[config.mk]
export PLATFORM = sky130hd
export DESIGN_NAME = keypad_matrix_event_scanner
export DESIGN_NICKNAME = d
export VERILOG_FILES = /design/src/hw/rtl/kmes_pkg.sv /design/src/hw/rtl/kmes_ram.sv /design/src/hw/rtl/kmes_front.sv /design/src/hw/rtl/kmes_queue.sv /design/src/hw/rtl/kmes_back.sv /design/src/hw/rtl/keypad_matrix_event_scanner.sv
export SDC_FILE = /design/constraint.sdc
export NUM_CORES = 2
export LEC_CHECK = 0
export BUFFER_PORTS_ARGS = -buffer_cell sky130_fd_sc_hd__buf_2
export CAP_MARGIN = 20
export CORE_MARGIN = 5
export CORE_UTILIZATION = 55
export CTS_CLUSTER_SIZE = 25
export DETAILED_ROUTE_END_ITERATION = 12
export GPL_TIMING_DRIVEN = 0
export PLACE_DENSITY = 0.76
export RECOVER_POWER = 100
export REMOVE_ABC_BUFFERS = 1
export SLEW_MARGIN = 30
export SYNTH_ARGS = -nofsm -noshare
export SYNTH_HDL_FRONTEND = slang
export SYNTH_SLANG_ARGS = --single-unit
[constraint.sdc]
create_clock -name clk -period 46.2 [get_ports clk]
set_input_delay 2.31 -clock clk [delete_from_list [all_inputs] [get_ports clk]]
set_output_delay 2.31 -clock clk [all_outputs]
set_load 0.02 [all_outputs]
[src/hw/rtl/kmes_pkg.sv]
// Shared types, constants and codes for the keypad matrix event scanner.
package kmes_pkg;

  localparam int TIME_W = 32;
  localparam int CFG_W = 16;
  localparam int MAX_SCAN_COLS = 4;
  localparam int ROWS_DEFAULT = 4;
  localparam int COLUMNS_DEFAULT = 4;
  localparam int QUEUE_DEPTH = 4;
  localparam int ACT_W = 3;
  localparam int KIND_W = 3;
  localparam int REG_IDX_W = 2;

  localparam logic [CFG_W-1:0] DEBOUNCE_RESET = 16'd20;
  localparam logic [CFG_W-1:0] LONG_HOLD_RESET = 16'd1000;
  localparam logic [CFG_W-1:0] REPEAT_RESET = 16'd500;

  // register indexes
  localparam logic [REG_IDX_W-1:0] REG_DEBOUNCE = 2'd0;
  localparam logic [REG_IDX_W-1:0] REG_LONG_HOLD = 2'd1;
  localparam logic [REG_IDX_W-1:0] REG_REPEAT = 2'd2;

  // per-column action decided by the front end
  localparam logic [ACT_W-1:0] ACT_NONE = 3'd0;
  localparam logic [ACT_W-1:0] ACT_DOWN = 3'd1;
  localparam logic [ACT_W-1:0] ACT_UP_SHORT = 3'd2;
  localparam logic [ACT_W-1:0] ACT_UP_LONG = 3'd3;
  localparam logic [ACT_W-1:0] ACT_REPEAT = 3'd4;

  // event kinds on the output stream
  localparam logic [KIND_W-1:0] EV_DOWN = 3'd0;
  localparam logic [KIND_W-1:0] EV_UP = 3'd1;
  localparam logic [KIND_W-1:0] EV_SHORT = 3'd2;
  localparam logic [KIND_W-1:0] EV_LONG = 3'd3;
  localparam logic [KIND_W-1:0] EV_REPEAT = 3'd4;

  typedef struct packed {
    logic [CFG_W-1:0] debounce_time;
    logic [CFG_W-1:0] long_hold_time;
    logic [CFG_W-1:0] repeat_interval;
  } cfg_t;

  function automatic int scan_cols(input int columns);
    return (columns < MAX_SCAN_COLS) ? columns : MAX_SCAN_COLS;
  endfunction

endpackage

[src/hw/rtl/kmes_ram.sv]
// Generic single-write, single-read RAM with registered read data.
module kmes_ram #(
  parameter int WIDTH = 8,
  parameter int DEPTH = 4,
  parameter int ADDR_W = (DEPTH > 1) ? $clog2(DEPTH) : 1
) (
  input  logic              clk,
  input  logic              we,
  input  logic [ADDR_W-1:0] waddr,
  input  logic [WIDTH-1:0]  wdata,
  input  logic              re,
  input  logic [ADDR_W-1:0] raddr,
  output logic [WIDTH-1:0]  rdata
);

  logic [WIDTH-1:0] mem [DEPTH];

  always_ff @(posedge clk) begin
    if (we) begin
      mem[waddr] <= wdata;
    end
    if (re) begin
      rdata <= mem[raddr];
    end
  end

endmodule

[src/hw/rtl/kmes_front.sv]
// Front end: accepts row scans, reads key state, classifies each column.
module kmes_front #(
  parameter int ROWS = kmes_pkg::ROWS_DEFAULT,
  parameter int COLUMNS = kmes_pkg::COLUMNS_DEFAULT,
  localparam int SCAN_COLS = kmes_pkg::scan_cols(COLUMNS),
  localparam int ENTRY_W = 2 + kmes_pkg::ACT_W * SCAN_COLS
) (
  input  logic                        clk,
  input  logic                        rst,
  input  kmes_pkg::cfg_t              cfg,
  input  logic                        in_valid,
  output logic                        in_ready,
  input  logic [1:0]                  in_row,
  input  logic [3:0]                  in_cols,
  input  logic [kmes_pkg::TIME_W-1:0] in_time,
  output logic                        q_push,
  output logic [ENTRY_W-1:0]          q_data,
  input  logic                        q_full
);

  localparam int TW = kmes_pkg::TIME_W;
  localparam int REC_W = SCAN_COLS * (1 + 3 * TW);
  localparam int ROW_AW = (ROWS > 1) ? $clog2(ROWS) : 1;

  logic accept;
  logic advance;
  logic in_range;
  logic wr_en;
  logic [ROW_AW-1:0] in_addr;
  logic [ROW_AW-1:0] s1_addr;
  logic [REC_W-1:0] ram_rdata;
  logic [REC_W-1:0] rec;
  logic [REC_W-1:0] wr_data;
  logic [ROWS-1:0] row_valid;

  // stage 1 registers
  logic s1_valid;
  logic [1:0] s1_row;
  logic [3:0] s1_cols;
  logic [TW-1:0] s1_time;
  logic s1_rowvalid;
  logic s1_fwd;
  logic [REC_W-1:0] s1_fwd_data;

  logic [SCAN_COLS-1:0] cur_p, new_p;
  logic [SCAN_COLS-1:0][TW-1:0] cur_lct, cur_pst, cur_lrt;
  logic [SCAN_COLS-1:0][TW-1:0] new_lct, new_pst, new_lrt;
  logic [SCAN_COLS-1:0][kmes_pkg::ACT_W-1:0] acts;
  logic any_act;

  assign in_ready = !s1_valid || !q_full;
  assign accept = in_valid && in_ready;
  assign advance = s1_valid && !q_full;
  assign in_addr = ROW_AW'(in_row);
  assign s1_addr = ROW_AW'(s1_row);
  assign in_range = ({30'd0, s1_row} < 32'(ROWS));
  assign wr_en = advance && in_range;

  kmes_ram #(
    .WIDTH(REC_W),
    .DEPTH(ROWS)
  ) u_state_ram (
    .clk  (clk),
    .we   (wr_en),
    .waddr(s1_addr),
    .wdata(wr_data),
    .re   (accept),
    .raddr(in_addr),
    .rdata(ram_rdata)
  );

  always_ff @(posedge clk) begin
    if (rst) begin
      s1_valid <= 1'b0;
      row_valid <= '0;
    end else begin
      if (accept) begin
        s1_valid <= 1'b1;
      end else if (advance) begin
        s1_valid <= 1'b0;
      end
      if (wr_en) begin
        row_valid[s1_addr] <= 1'b1;
      end
    end
  end

  // payload of stage 1; a write landing on the same row as the new beat is forwarded
  always_ff @(posedge clk) begin
    if (accept) begin
      s1_row <= in_row;
      s1_cols <= in_cols;
      s1_time <= in_time;
      s1_rowvalid <= row_valid[in_addr];
      s1_fwd <= wr_en && (s1_addr == in_addr);
      s1_fwd_data <= wr_data;
    end
  end

  // rows never written read as the all-zero reset state
  assign rec = s1_fwd ? s1_fwd_data : (s1_rowvalid ? ram_rdata : '0);
  assign {cur_p, cur_lct, cur_pst, cur_lrt} = rec;

  always_comb begin
    new_p = cur_p;
    new_lct = cur_lct;
    new_pst = cur_pst;
    new_lrt = cur_lrt;
    acts = '0;
    for (int c = 0; c < SCAN_COLS; c++) begin
      if ((s1_cols[c] != cur_p[c]) &&
          ((s1_time - cur_lct[c]) >= {16'd0, cfg.debounce_time})) begin
        new_p[c] = s1_cols[c];
        new_lct[c] = s1_time;
        if (s1_cols[c]) begin
          new_pst[c] = s1_time;
          new_lrt[c] = s1_time;
          acts[c] = kmes_pkg::ACT_DOWN;
        end else if ((s1_time - cur_pst[c]) < {16'd0, cfg.long_hold_time}) begin
          acts[c] = kmes_pkg::ACT_UP_SHORT;
        end else begin
          acts[c] = kmes_pkg::ACT_UP_LONG;
        end
      end else if (cur_p[c] &&
                   ((s1_time - cur_lrt[c]) >= {16'd0, cfg.repeat_interval})) begin
        new_lrt[c] = s1_time;
        acts[c] = kmes_pkg::ACT_REPEAT;
      end
    end
  end

  assign wr_data = {new_p, new_lct, new_pst, new_lrt};
  assign any_act = |acts;
  assign q_push = wr_en && any_act;
  assign q_data = {acts, s1_row};

endmodule

[src/hw/rtl/kmes_queue.sv]
// Small register FIFO between the classifier and the event emitter.
module kmes_queue #(
  parameter int WIDTH = 8,
  parameter int DEPTH = kmes_pkg::QUEUE_DEPTH
) (
  input  logic             clk,
  input  logic             rst,
  input  logic             push,
  input  logic [WIDTH-1:0] push_data,
  output logic             full,
  input  logic             pop,
  output logic             empty,
  output logic [WIDTH-1:0] head
);

  localparam int AW = (DEPTH > 1) ? $clog2(DEPTH) : 1;

  logic [WIDTH-1:0] mem [DEPTH];
  logic [AW-1:0] wr_ptr;
  logic [AW-1:0] rd_ptr;
  logic [AW:0] count;

  assign full = (count == (AW + 1)'(DEPTH));
  assign empty = (count == '0);
  assign head = mem[rd_ptr];

  always_ff @(posedge clk) begin
    if (rst) begin
      wr_ptr <= '0;
      rd_ptr <= '0;
      count <= '0;
    end else begin
      if (push) begin
        wr_ptr <= (wr_ptr == AW'(DEPTH - 1)) ? '0 : wr_ptr + 1'b1;
      end
      if (pop) begin
        rd_ptr <= (rd_ptr == AW'(DEPTH - 1)) ? '0 : rd_ptr + 1'b1;
      end
      if (push && !pop) begin
        count <= count + 1'b1;
      end else if (pop && !push) begin
        count <= count - 1'b1;
      end
    end
  end

  always_ff @(posedge clk) begin
    if (push) begin
      mem[wr_ptr] <= push_data;
    end
  end

endmodule

[src/hw/rtl/kmes_back.sv]
// Back end: expands queued column actions into events, one per cycle while out_ready does not stall it.
module kmes_back #(
  parameter int COLUMNS = kmes_pkg::COLUMNS_DEFAULT,
  localparam int SCAN_COLS = kmes_pkg::scan_cols(COLUMNS),
  localparam int ENTRY_W = 2 + kmes_pkg::ACT_W * SCAN_COLS
) (
  input  logic                        clk,
  input  logic                        rst,
  input  logic                        q_empty,
  input  logic [ENTRY_W-1:0]          q_data,
  output logic                        q_pop,
  output logic                        out_valid,
  input  logic                        out_ready,
  output logic [kmes_pkg::KIND_W-1:0] out_kind,
  output logic [1:0]                  out_row,
  output logic [1:0]                  out_col,
  output logic                        out_last
);

  logic cur_valid, cur_valid_next;
  logic cur_half, cur_half_next;
  logic [1:0] cur_row;
  logic [SCAN_COLS-1:0][kmes_pkg::ACT_W-1:0] cur_acts, cur_acts_next;

  logic found;
  logic later;
  logic [SCAN_COLS-1:0] sel_hot;
  logic [kmes_pkg::ACT_W-1:0] sel_act;
  logic [1:0] sel_col;
  logic is_up;
  logic emit;
  logic emit_last;
  logic [kmes_pkg::KIND_W-1:0] emit_kind;

  // lowest pending column goes first
  always_comb begin
    found = 1'b0;
    later = 1'b0;
    sel_hot = '0;
    sel_act = kmes_pkg::ACT_NONE;
    sel_col = '0;
    for (int c = 0; c < SCAN_COLS; c++) begin
      if (cur_acts[c] != kmes_pkg::ACT_NONE) begin
        if (!found) begin
          found = 1'b1;
          sel_hot[c] = 1'b1;
          sel_act = cur_acts[c];
          sel_col = 2'(c);
        end else begin
          later = 1'b1;
        end
      end
    end
  end

  assign is_up = (sel_act == kmes_pkg::ACT_UP_SHORT) || (sel_act == kmes_pkg::ACT_UP_LONG);
  assign emit = cur_valid && (!out_valid || out_ready);
  assign emit_last = !later && !(is_up && !cur_half);

  always_comb begin
    case (sel_act)
      kmes_pkg::ACT_DOWN:     emit_kind = kmes_pkg::EV_DOWN;
      kmes_pkg::ACT_UP_SHORT: emit_kind = cur_half ? kmes_pkg::EV_SHORT : kmes_pkg::EV_UP;
      kmes_pkg::ACT_UP_LONG:  emit_kind = cur_half ? kmes_pkg::EV_LONG : kmes_pkg::EV_UP;
      default:                emit_kind = kmes_pkg::EV_REPEAT;
    endcase
  end

  assign q_pop = !q_empty && (!cur_valid || (emit && emit_last));

  always_comb begin
    cur_valid_next = cur_valid;
    cur_half_next = cur_half;
    cur_acts_next = cur_acts;
    if (emit) begin
      if (is_up && !cur_half) begin
        cur_half_next = 1'b1;
      end else begin
        cur_half_next = 1'b0;
        for (int c = 0; c < SCAN_COLS; c++) begin
          if (sel_hot[c]) begin
            cur_acts_next[c] = kmes_pkg::ACT_NONE;
          end
        end
      end
      if (emit_last) begin
        cur_valid_next = 1'b0;
      end
    end
    if (q_pop) begin
      cur_valid_next = 1'b1;
      cur_half_next = 1'b0;
      cur_acts_next = q_data[ENTRY_W-1:2];
    end
  end

  always_ff @(posedge clk) begin
    if (rst) begin
      cur_valid <= 1'b0;
      cur_half <= 1'b0;
      out_valid <= 1'b0;
    end else begin
      cur_valid <= cur_valid_next;
      cur_half <= cur_half_next;
      if (emit) begin
        out_valid <= 1'b1;
      end else if (out_ready) begin
        out_valid <= 1'b0;
      end
    end
  end

  always_ff @(posedge clk) begin
    cur_acts <= cur_acts_next;
    if (q_pop) begin
      cur_row <= q_data[1:0];
    end
    if (emit) begin
      out_kind <= emit_kind;
      out_row <= cur_row;
      out_col <= sel_col;
      out_last <= emit_last;
    end
  end

endmodule

[src/hw/rtl/keypad_matrix_event_scanner.sv]
// Top level of the keypad matrix event scanner: config registers, front, queue, back.
//
// Usage: each s_* beat is one scanned row of the key matrix (row, pressed columns,
// millisecond timestamp). Per key the block debounces, tracks hold and repeat
// times with wrapping 32-bit differences, and sends events on m_*: DOWN on an
// accepted press, UP then a short or long press event on release, REPEAT while held.
// m_tlast marks the last event caused by one scan beat; a beat with no events
// produces nothing on m_*.
// Path: the scan beat passes the state RAM read, is classified and queued, and the
// emitter takes it from the queue and drives the output register.
// Throughput: one scan beat per cycle enters while the 4-entry action queue has
// room; the emitter sends one event per cycle while m_tready is high, and each
// scan beat causes 0 to 8 events.
// Back-to-back scans of the same row are forwarded around the state RAM.
// Reset (rst, synchronous): config returns to 20 / 1000 / 500 ms, all key state
// reads as released with zero times (per-row valid bits, no clearing pass).
// When m_tready is low, the output register holds, the queue fills and s_tready
// drops once the queue is full; nothing is lost.
// Config writes (cfg_wen) take effect next cycle and belong to idle periods.
module keypad_matrix_event_scanner #(
  parameter int ROWS = kmes_pkg::ROWS_DEFAULT,
  parameter int COLUMNS = kmes_pkg::COLUMNS_DEFAULT
) (
  input  logic        clk,
  input  logic        rst,
  // scan input
  input  logic        s_tvalid,
  output logic        s_tready,
  input  logic [39:0] s_tdata,   // [1:0] row_index, [5:2] column_pressed, [37:6] time_now
  // event output
  output logic        m_tvalid,
  input  logic        m_tready,
  output logic [7:0]  m_tdata,   // [1:0] key_row, [3:2] key_column
  output logic [2:0]  m_tuser,   // [2:0] event_kind
  output logic        m_tlast,   // last_of_run
  // config write port
  input  logic        cfg_wen,
  input  logic [1:0]  cfg_index,
  input  logic [15:0] cfg_wdata
);

  localparam int SCAN_COLS = kmes_pkg::scan_cols(COLUMNS);
  localparam int ENTRY_W = 2 + kmes_pkg::ACT_W * SCAN_COLS;

  kmes_pkg::cfg_t cfg;

  logic q_push;
  logic q_full;
  logic q_pop;
  logic q_empty;
  logic [ENTRY_W-1:0] q_wdata;
  logic [ENTRY_W-1:0] q_rdata;
  logic [1:0] key_row;
  logic [1:0] key_col;

  // config registers; indexes past the list are dropped
  always_ff @(posedge clk) begin
    if (rst) begin
      cfg.debounce_time <= kmes_pkg::DEBOUNCE_RESET;
      cfg.long_hold_time <= kmes_pkg::LONG_HOLD_RESET;
      cfg.repeat_interval <= kmes_pkg::REPEAT_RESET;
    end else if (cfg_wen) begin
      case (cfg_index)
        kmes_pkg::REG_DEBOUNCE:  cfg.debounce_time <= cfg_wdata;
        kmes_pkg::REG_LONG_HOLD: cfg.long_hold_time <= cfg_wdata;
        kmes_pkg::REG_REPEAT:    cfg.repeat_interval <= cfg_wdata;
        default: ;
      endcase
    end
  end

  kmes_front #(
    .ROWS(ROWS),
    .COLUMNS(COLUMNS)
  ) u_front (
    .clk     (clk),
    .rst     (rst),
    .cfg     (cfg),
    .in_valid(s_tvalid),
    .in_ready(s_tready),
    .in_row  (s_tdata[1:0]),
    .in_cols (s_tdata[5:2]),
    .in_time (s_tdata[37:6]),
    .q_push  (q_push),
    .q_data  (q_wdata),
    .q_full  (q_full)
  );

  kmes_queue #(
    .WIDTH(ENTRY_W),
    .DEPTH(kmes_pkg::QUEUE_DEPTH)
  ) u_queue (
    .clk      (clk),
    .rst      (rst),
    .push     (q_push),
    .push_data(q_wdata),
    .full     (q_full),
    .pop      (q_pop),
    .empty    (q_empty),
    .head     (q_rdata)
  );

  kmes_back #(
    .COLUMNS(COLUMNS)
  ) u_back (
    .clk      (clk),
    .rst      (rst),
    .q_empty  (q_empty),
    .q_data   (q_rdata),
    .q_pop    (q_pop),
    .out_valid(m_tvalid),
    .out_ready(m_tready),
    .out_kind (m_tuser),
    .out_row  (key_row),
    .out_col  (key_col),
    .out_last (m_tlast)
  );

  assign m_tdata = {4'd0, key_col, key_row};

  // queue never written while full
  a_no_overflow: assert property (@(posedge clk) disable iff (rst) q_push |-> !q_full)
    else $error("action queue overflow");

  // queue never read while empty
  a_no_underflow: assert property (@(posedge clk) disable iff (rst) q_pop |-> !q_empty)
    else $error("action queue underflow");

  // an UP is always followed by its short or long press event in the same run
  a_up_not_last: assert property (@(posedge clk) disable iff (rst)
    (m_tvalid && (m_tuser == kmes_pkg::EV_UP)) |-> !m_tlast)
    else $error("UP event marked last of run");

  // output is empty right after reset
  a_reset_idle: assert property (@(posedge clk) $past(rst) |-> !m_tvalid)
    else $error("output valid after reset");

endmodule
==> results.toml <==
[power]
p_leak_nw = 47.6
ir_drop_mv = 0.0450
power_density_nw_per_um2 = 47.3

[floorplan]
io_pins = 77
initial_utilization_pct = 55.3
die_h_um = 483
rows = 173
core_um2 = 222000
die_width_um = 483
dieArea_um2 = 233000

[critical_path]
crit_path_frequent_cell = "clkbuf_1"
r2r-start = "u_front.s1_rowvalid"
crit_family = "buffers and inverters"
critPathMaxStageDelay_ns = 4.46
cp.arrival_ns = 17.46
cp-startpoint = "s_tdata[0]"
cp_num_buf_inv = 4
startpoint_type = "primary input"
crit_type = "primary input to flop"
crit_slowest_cell = "clkbuf_1"
cp_cell_sequence = "clkbuf_1 > clkbuf_1 > clkbuf_1 > clkbuf_1 > mux4_2"
critPathCaptureType = "flop"
cp_data_required_time_ns = 46.82
path_max_fanout = 67

[finish]
area_delta_synth_final_pct = 12.1
drive_above_1_share_pct = 12.0
fin_nets = 9879

[clock_tree]
clk_root_buffer_cell = "clkbuf_16"
cts.sinks = 2511
post_cts_buffers = 0
cts_tree = "built"
clk-insertion-delay-late_ns = 0.94
numCtsBuffers = 280
ctsResizeCount = 0
clockBufferDepth = 4
cts_hold_buf = 0
clkTransAtPathRegs_ns = 0.06
htree_num_levels = 5

[yosys]
synth_seq_cells = 2511
ys_seq_area_share_pct = 60.8
synth_cell_types = 111
synth_commonest_cells = "edfxtp_1 (2446), a21oi_1 (768), nor2_1 (595)"
synth_area_um2 = 123000
ys_warn_count = 0
synth_top_area_share_pct = 59.7
synth-edff-count = 2446
ys.flop_type = "edfxtp_1"
synth_largest_area_cell = "edfxtp_1"
syn_avg_cell_area_um2 = 13.8
synthCells = 8916
yosys-top-cells-area = "edfxtp_1 (60%), mux4_2 (7.4%), ha_1 (5.2%)"
yosysMostFrequentCell = "edfxtp_1"
async_flop_share_pct = 0

[hold_path]
hold_start = "u_back.cur_row[0]"
hold_path_class = "flop to flop"

[timing]
worst_pin_slew_ns = 5.99
finalSetupViolCount = 0
skew_ns = 0.0638
hold_viol = 0
post-route-period-util_pct = 36.4
fmaxAchievable_mhz = 59.4
min_period_ns = 16.84
relSlewSlack_pct = -299
tns_ns = 0
whs_ns = 0.433
drv_slew = 1410
rsz0062_at_grt = "no"

[routing]
ant_nets = 0
drt_pre_antenna_iters = 6
drt_iter0_drc = 9350
routedWlPerCell_um = 27.9
drcViolationCount = 0
vias = 82600
drt-total-wl_um = 348000
vias_per_cell = 6.61

[grt]
grt_pass1_vias = 81500
globalRouteOverflowTotal = 0
antenna_found_initial = 35
grt_max_degree = 69
grt_pass1_wl_um = 517000
track_usage_pct = 29.5

[run_status]
violations = "max-capacitance violations, max-slew violations"
status = "finished with violations"

[job]
max_cap_violations = 36

[placed_design]
gp_congestion = 0.910
portBuffers = 70
dp_hpwl_um = 251000
[cells in the final DEF (no fill, tap or decap), types with 104 or more instances in the layout]
master / instances
a22oi_1: 326
xnor2_1: 179
ha_1: 514
edfxtp_1: 2446
mux4_2: 403
nor3_1: 108
mux2i_1: 120
nand4_1: 104
inv_1: 209
a21oi_1: 769
o21ai_0: 290
clkbuf_1: 369
clkbuf_16: 287
nor2_1: 595
nand2_1: 498
a21o_1: 210
[cell families after synthesis]
| family | count (synthesis) | share of synthesized area [%] |
|---|---|---|
| buf+inv | 676 | 2.20 |
| fa+ha+maj | 558 | 5.66 |
| flops | 2511 | 60.8 |
| compound gates | 2349 | 12.7 |
| xor+xnor | 268 | 1.91 |
| mux | 546 | 8.57 |
| other cells | 1 | 0.00305 |
| simple gates | 2007 | 8.17 |
[stage by stage]
| stage | area (µm²) | setup slack [ns] | util, % | total power [W] | cells |
|---|---|---|---|---|---|
| 2_1_floorplan | 121000 | -0.272 | - | 0.00406 | 8455 |
| 3_3_place_gp | 125000 | -108.46 | 56.3 | 0.00466 | 11500 |
| 3_5_place_dp | 132000 | 36.18 | 59.3 | 0.00440 | 12000 |
| 4_1_cts | 141000 | 36.10 | 63.2 | 0.00656 | 12500 |
| 5_1_grt | 138000 | 26.67 | 62.0 | 0.00680 | 12500 |
| 6_report | 138000 | 29.36 | 62.0 | 0.00653 | 12500 |
[metal layers]
layer / global-route usage (%) / up-vias / wire, µm
met4: 13.3 / 6 / 17000
met3: 7.11 / 706 / 35100
li1: - / 36200 / -
met5: 0 / - / 69
met1: 40.7 / 41700 / 139000
met2: 44.8 / 4033 / 158000
[flip-flops by register name, summed over array words and instances (netlist names), 2 cells and up, named ones only]
signal,count
u_queue.count,3
u_front.u_state_ram.rdata,388
u_back.cur_acts,12
u_queue.rd_ptr,2
u_back.out_kind,3
u_front.s1_cols,4
u_front.s1_fwd_data,388
u_front.row_valid,4
u_back.out_row,2
u_queue.wr_ptr,2
cfg,48
u_front.s1_addr,2
u_front.u_state_ram.mem,1552
u_back.out_col,2
u_back.cur_row,2
u_queue.mem,56
u_front.s1_time,32
[layout make-up]
class	count	area, µm²
inverters	212	796
clock inverters	134	1320
fillers	16300	84400
multi-input cells	5732	45500
repair buffers	556	4210
diodes	26	65.1
well taps	2975	3720
clock buffers	343	7460
flip-flops and latches	2511	74800
[path summary, 6_finish.rpt]
kind                                                  endpoint  slack (ns)  depth (start not counted)
worst max-delay path            u_front.u_state_ram.rdata[120]       29.36                          5
worst min-delay path                         u_back.out_row[0]        0.43                          0
worst max register to register  u_front.u_state_ram.mem[1][76]       29.64                         28
worst min register to register               u_back.out_row[0]        0.43                          0
[report_power, final]
part | switching [W] | total (W) | internal (W) | leakage, nW
combinational | 0.000955 | 0.00150 | 0.000541 | 19.9
clock | 0.000887 | 0.00217 | 0.00128 | 4.29
sequential | 0.0000690 | 0.00287 | 0.00280 | 23.5
total | 0.00191 | 0.00653 | 0.00462 | 47.6
(Power assumes the default switching activity.)
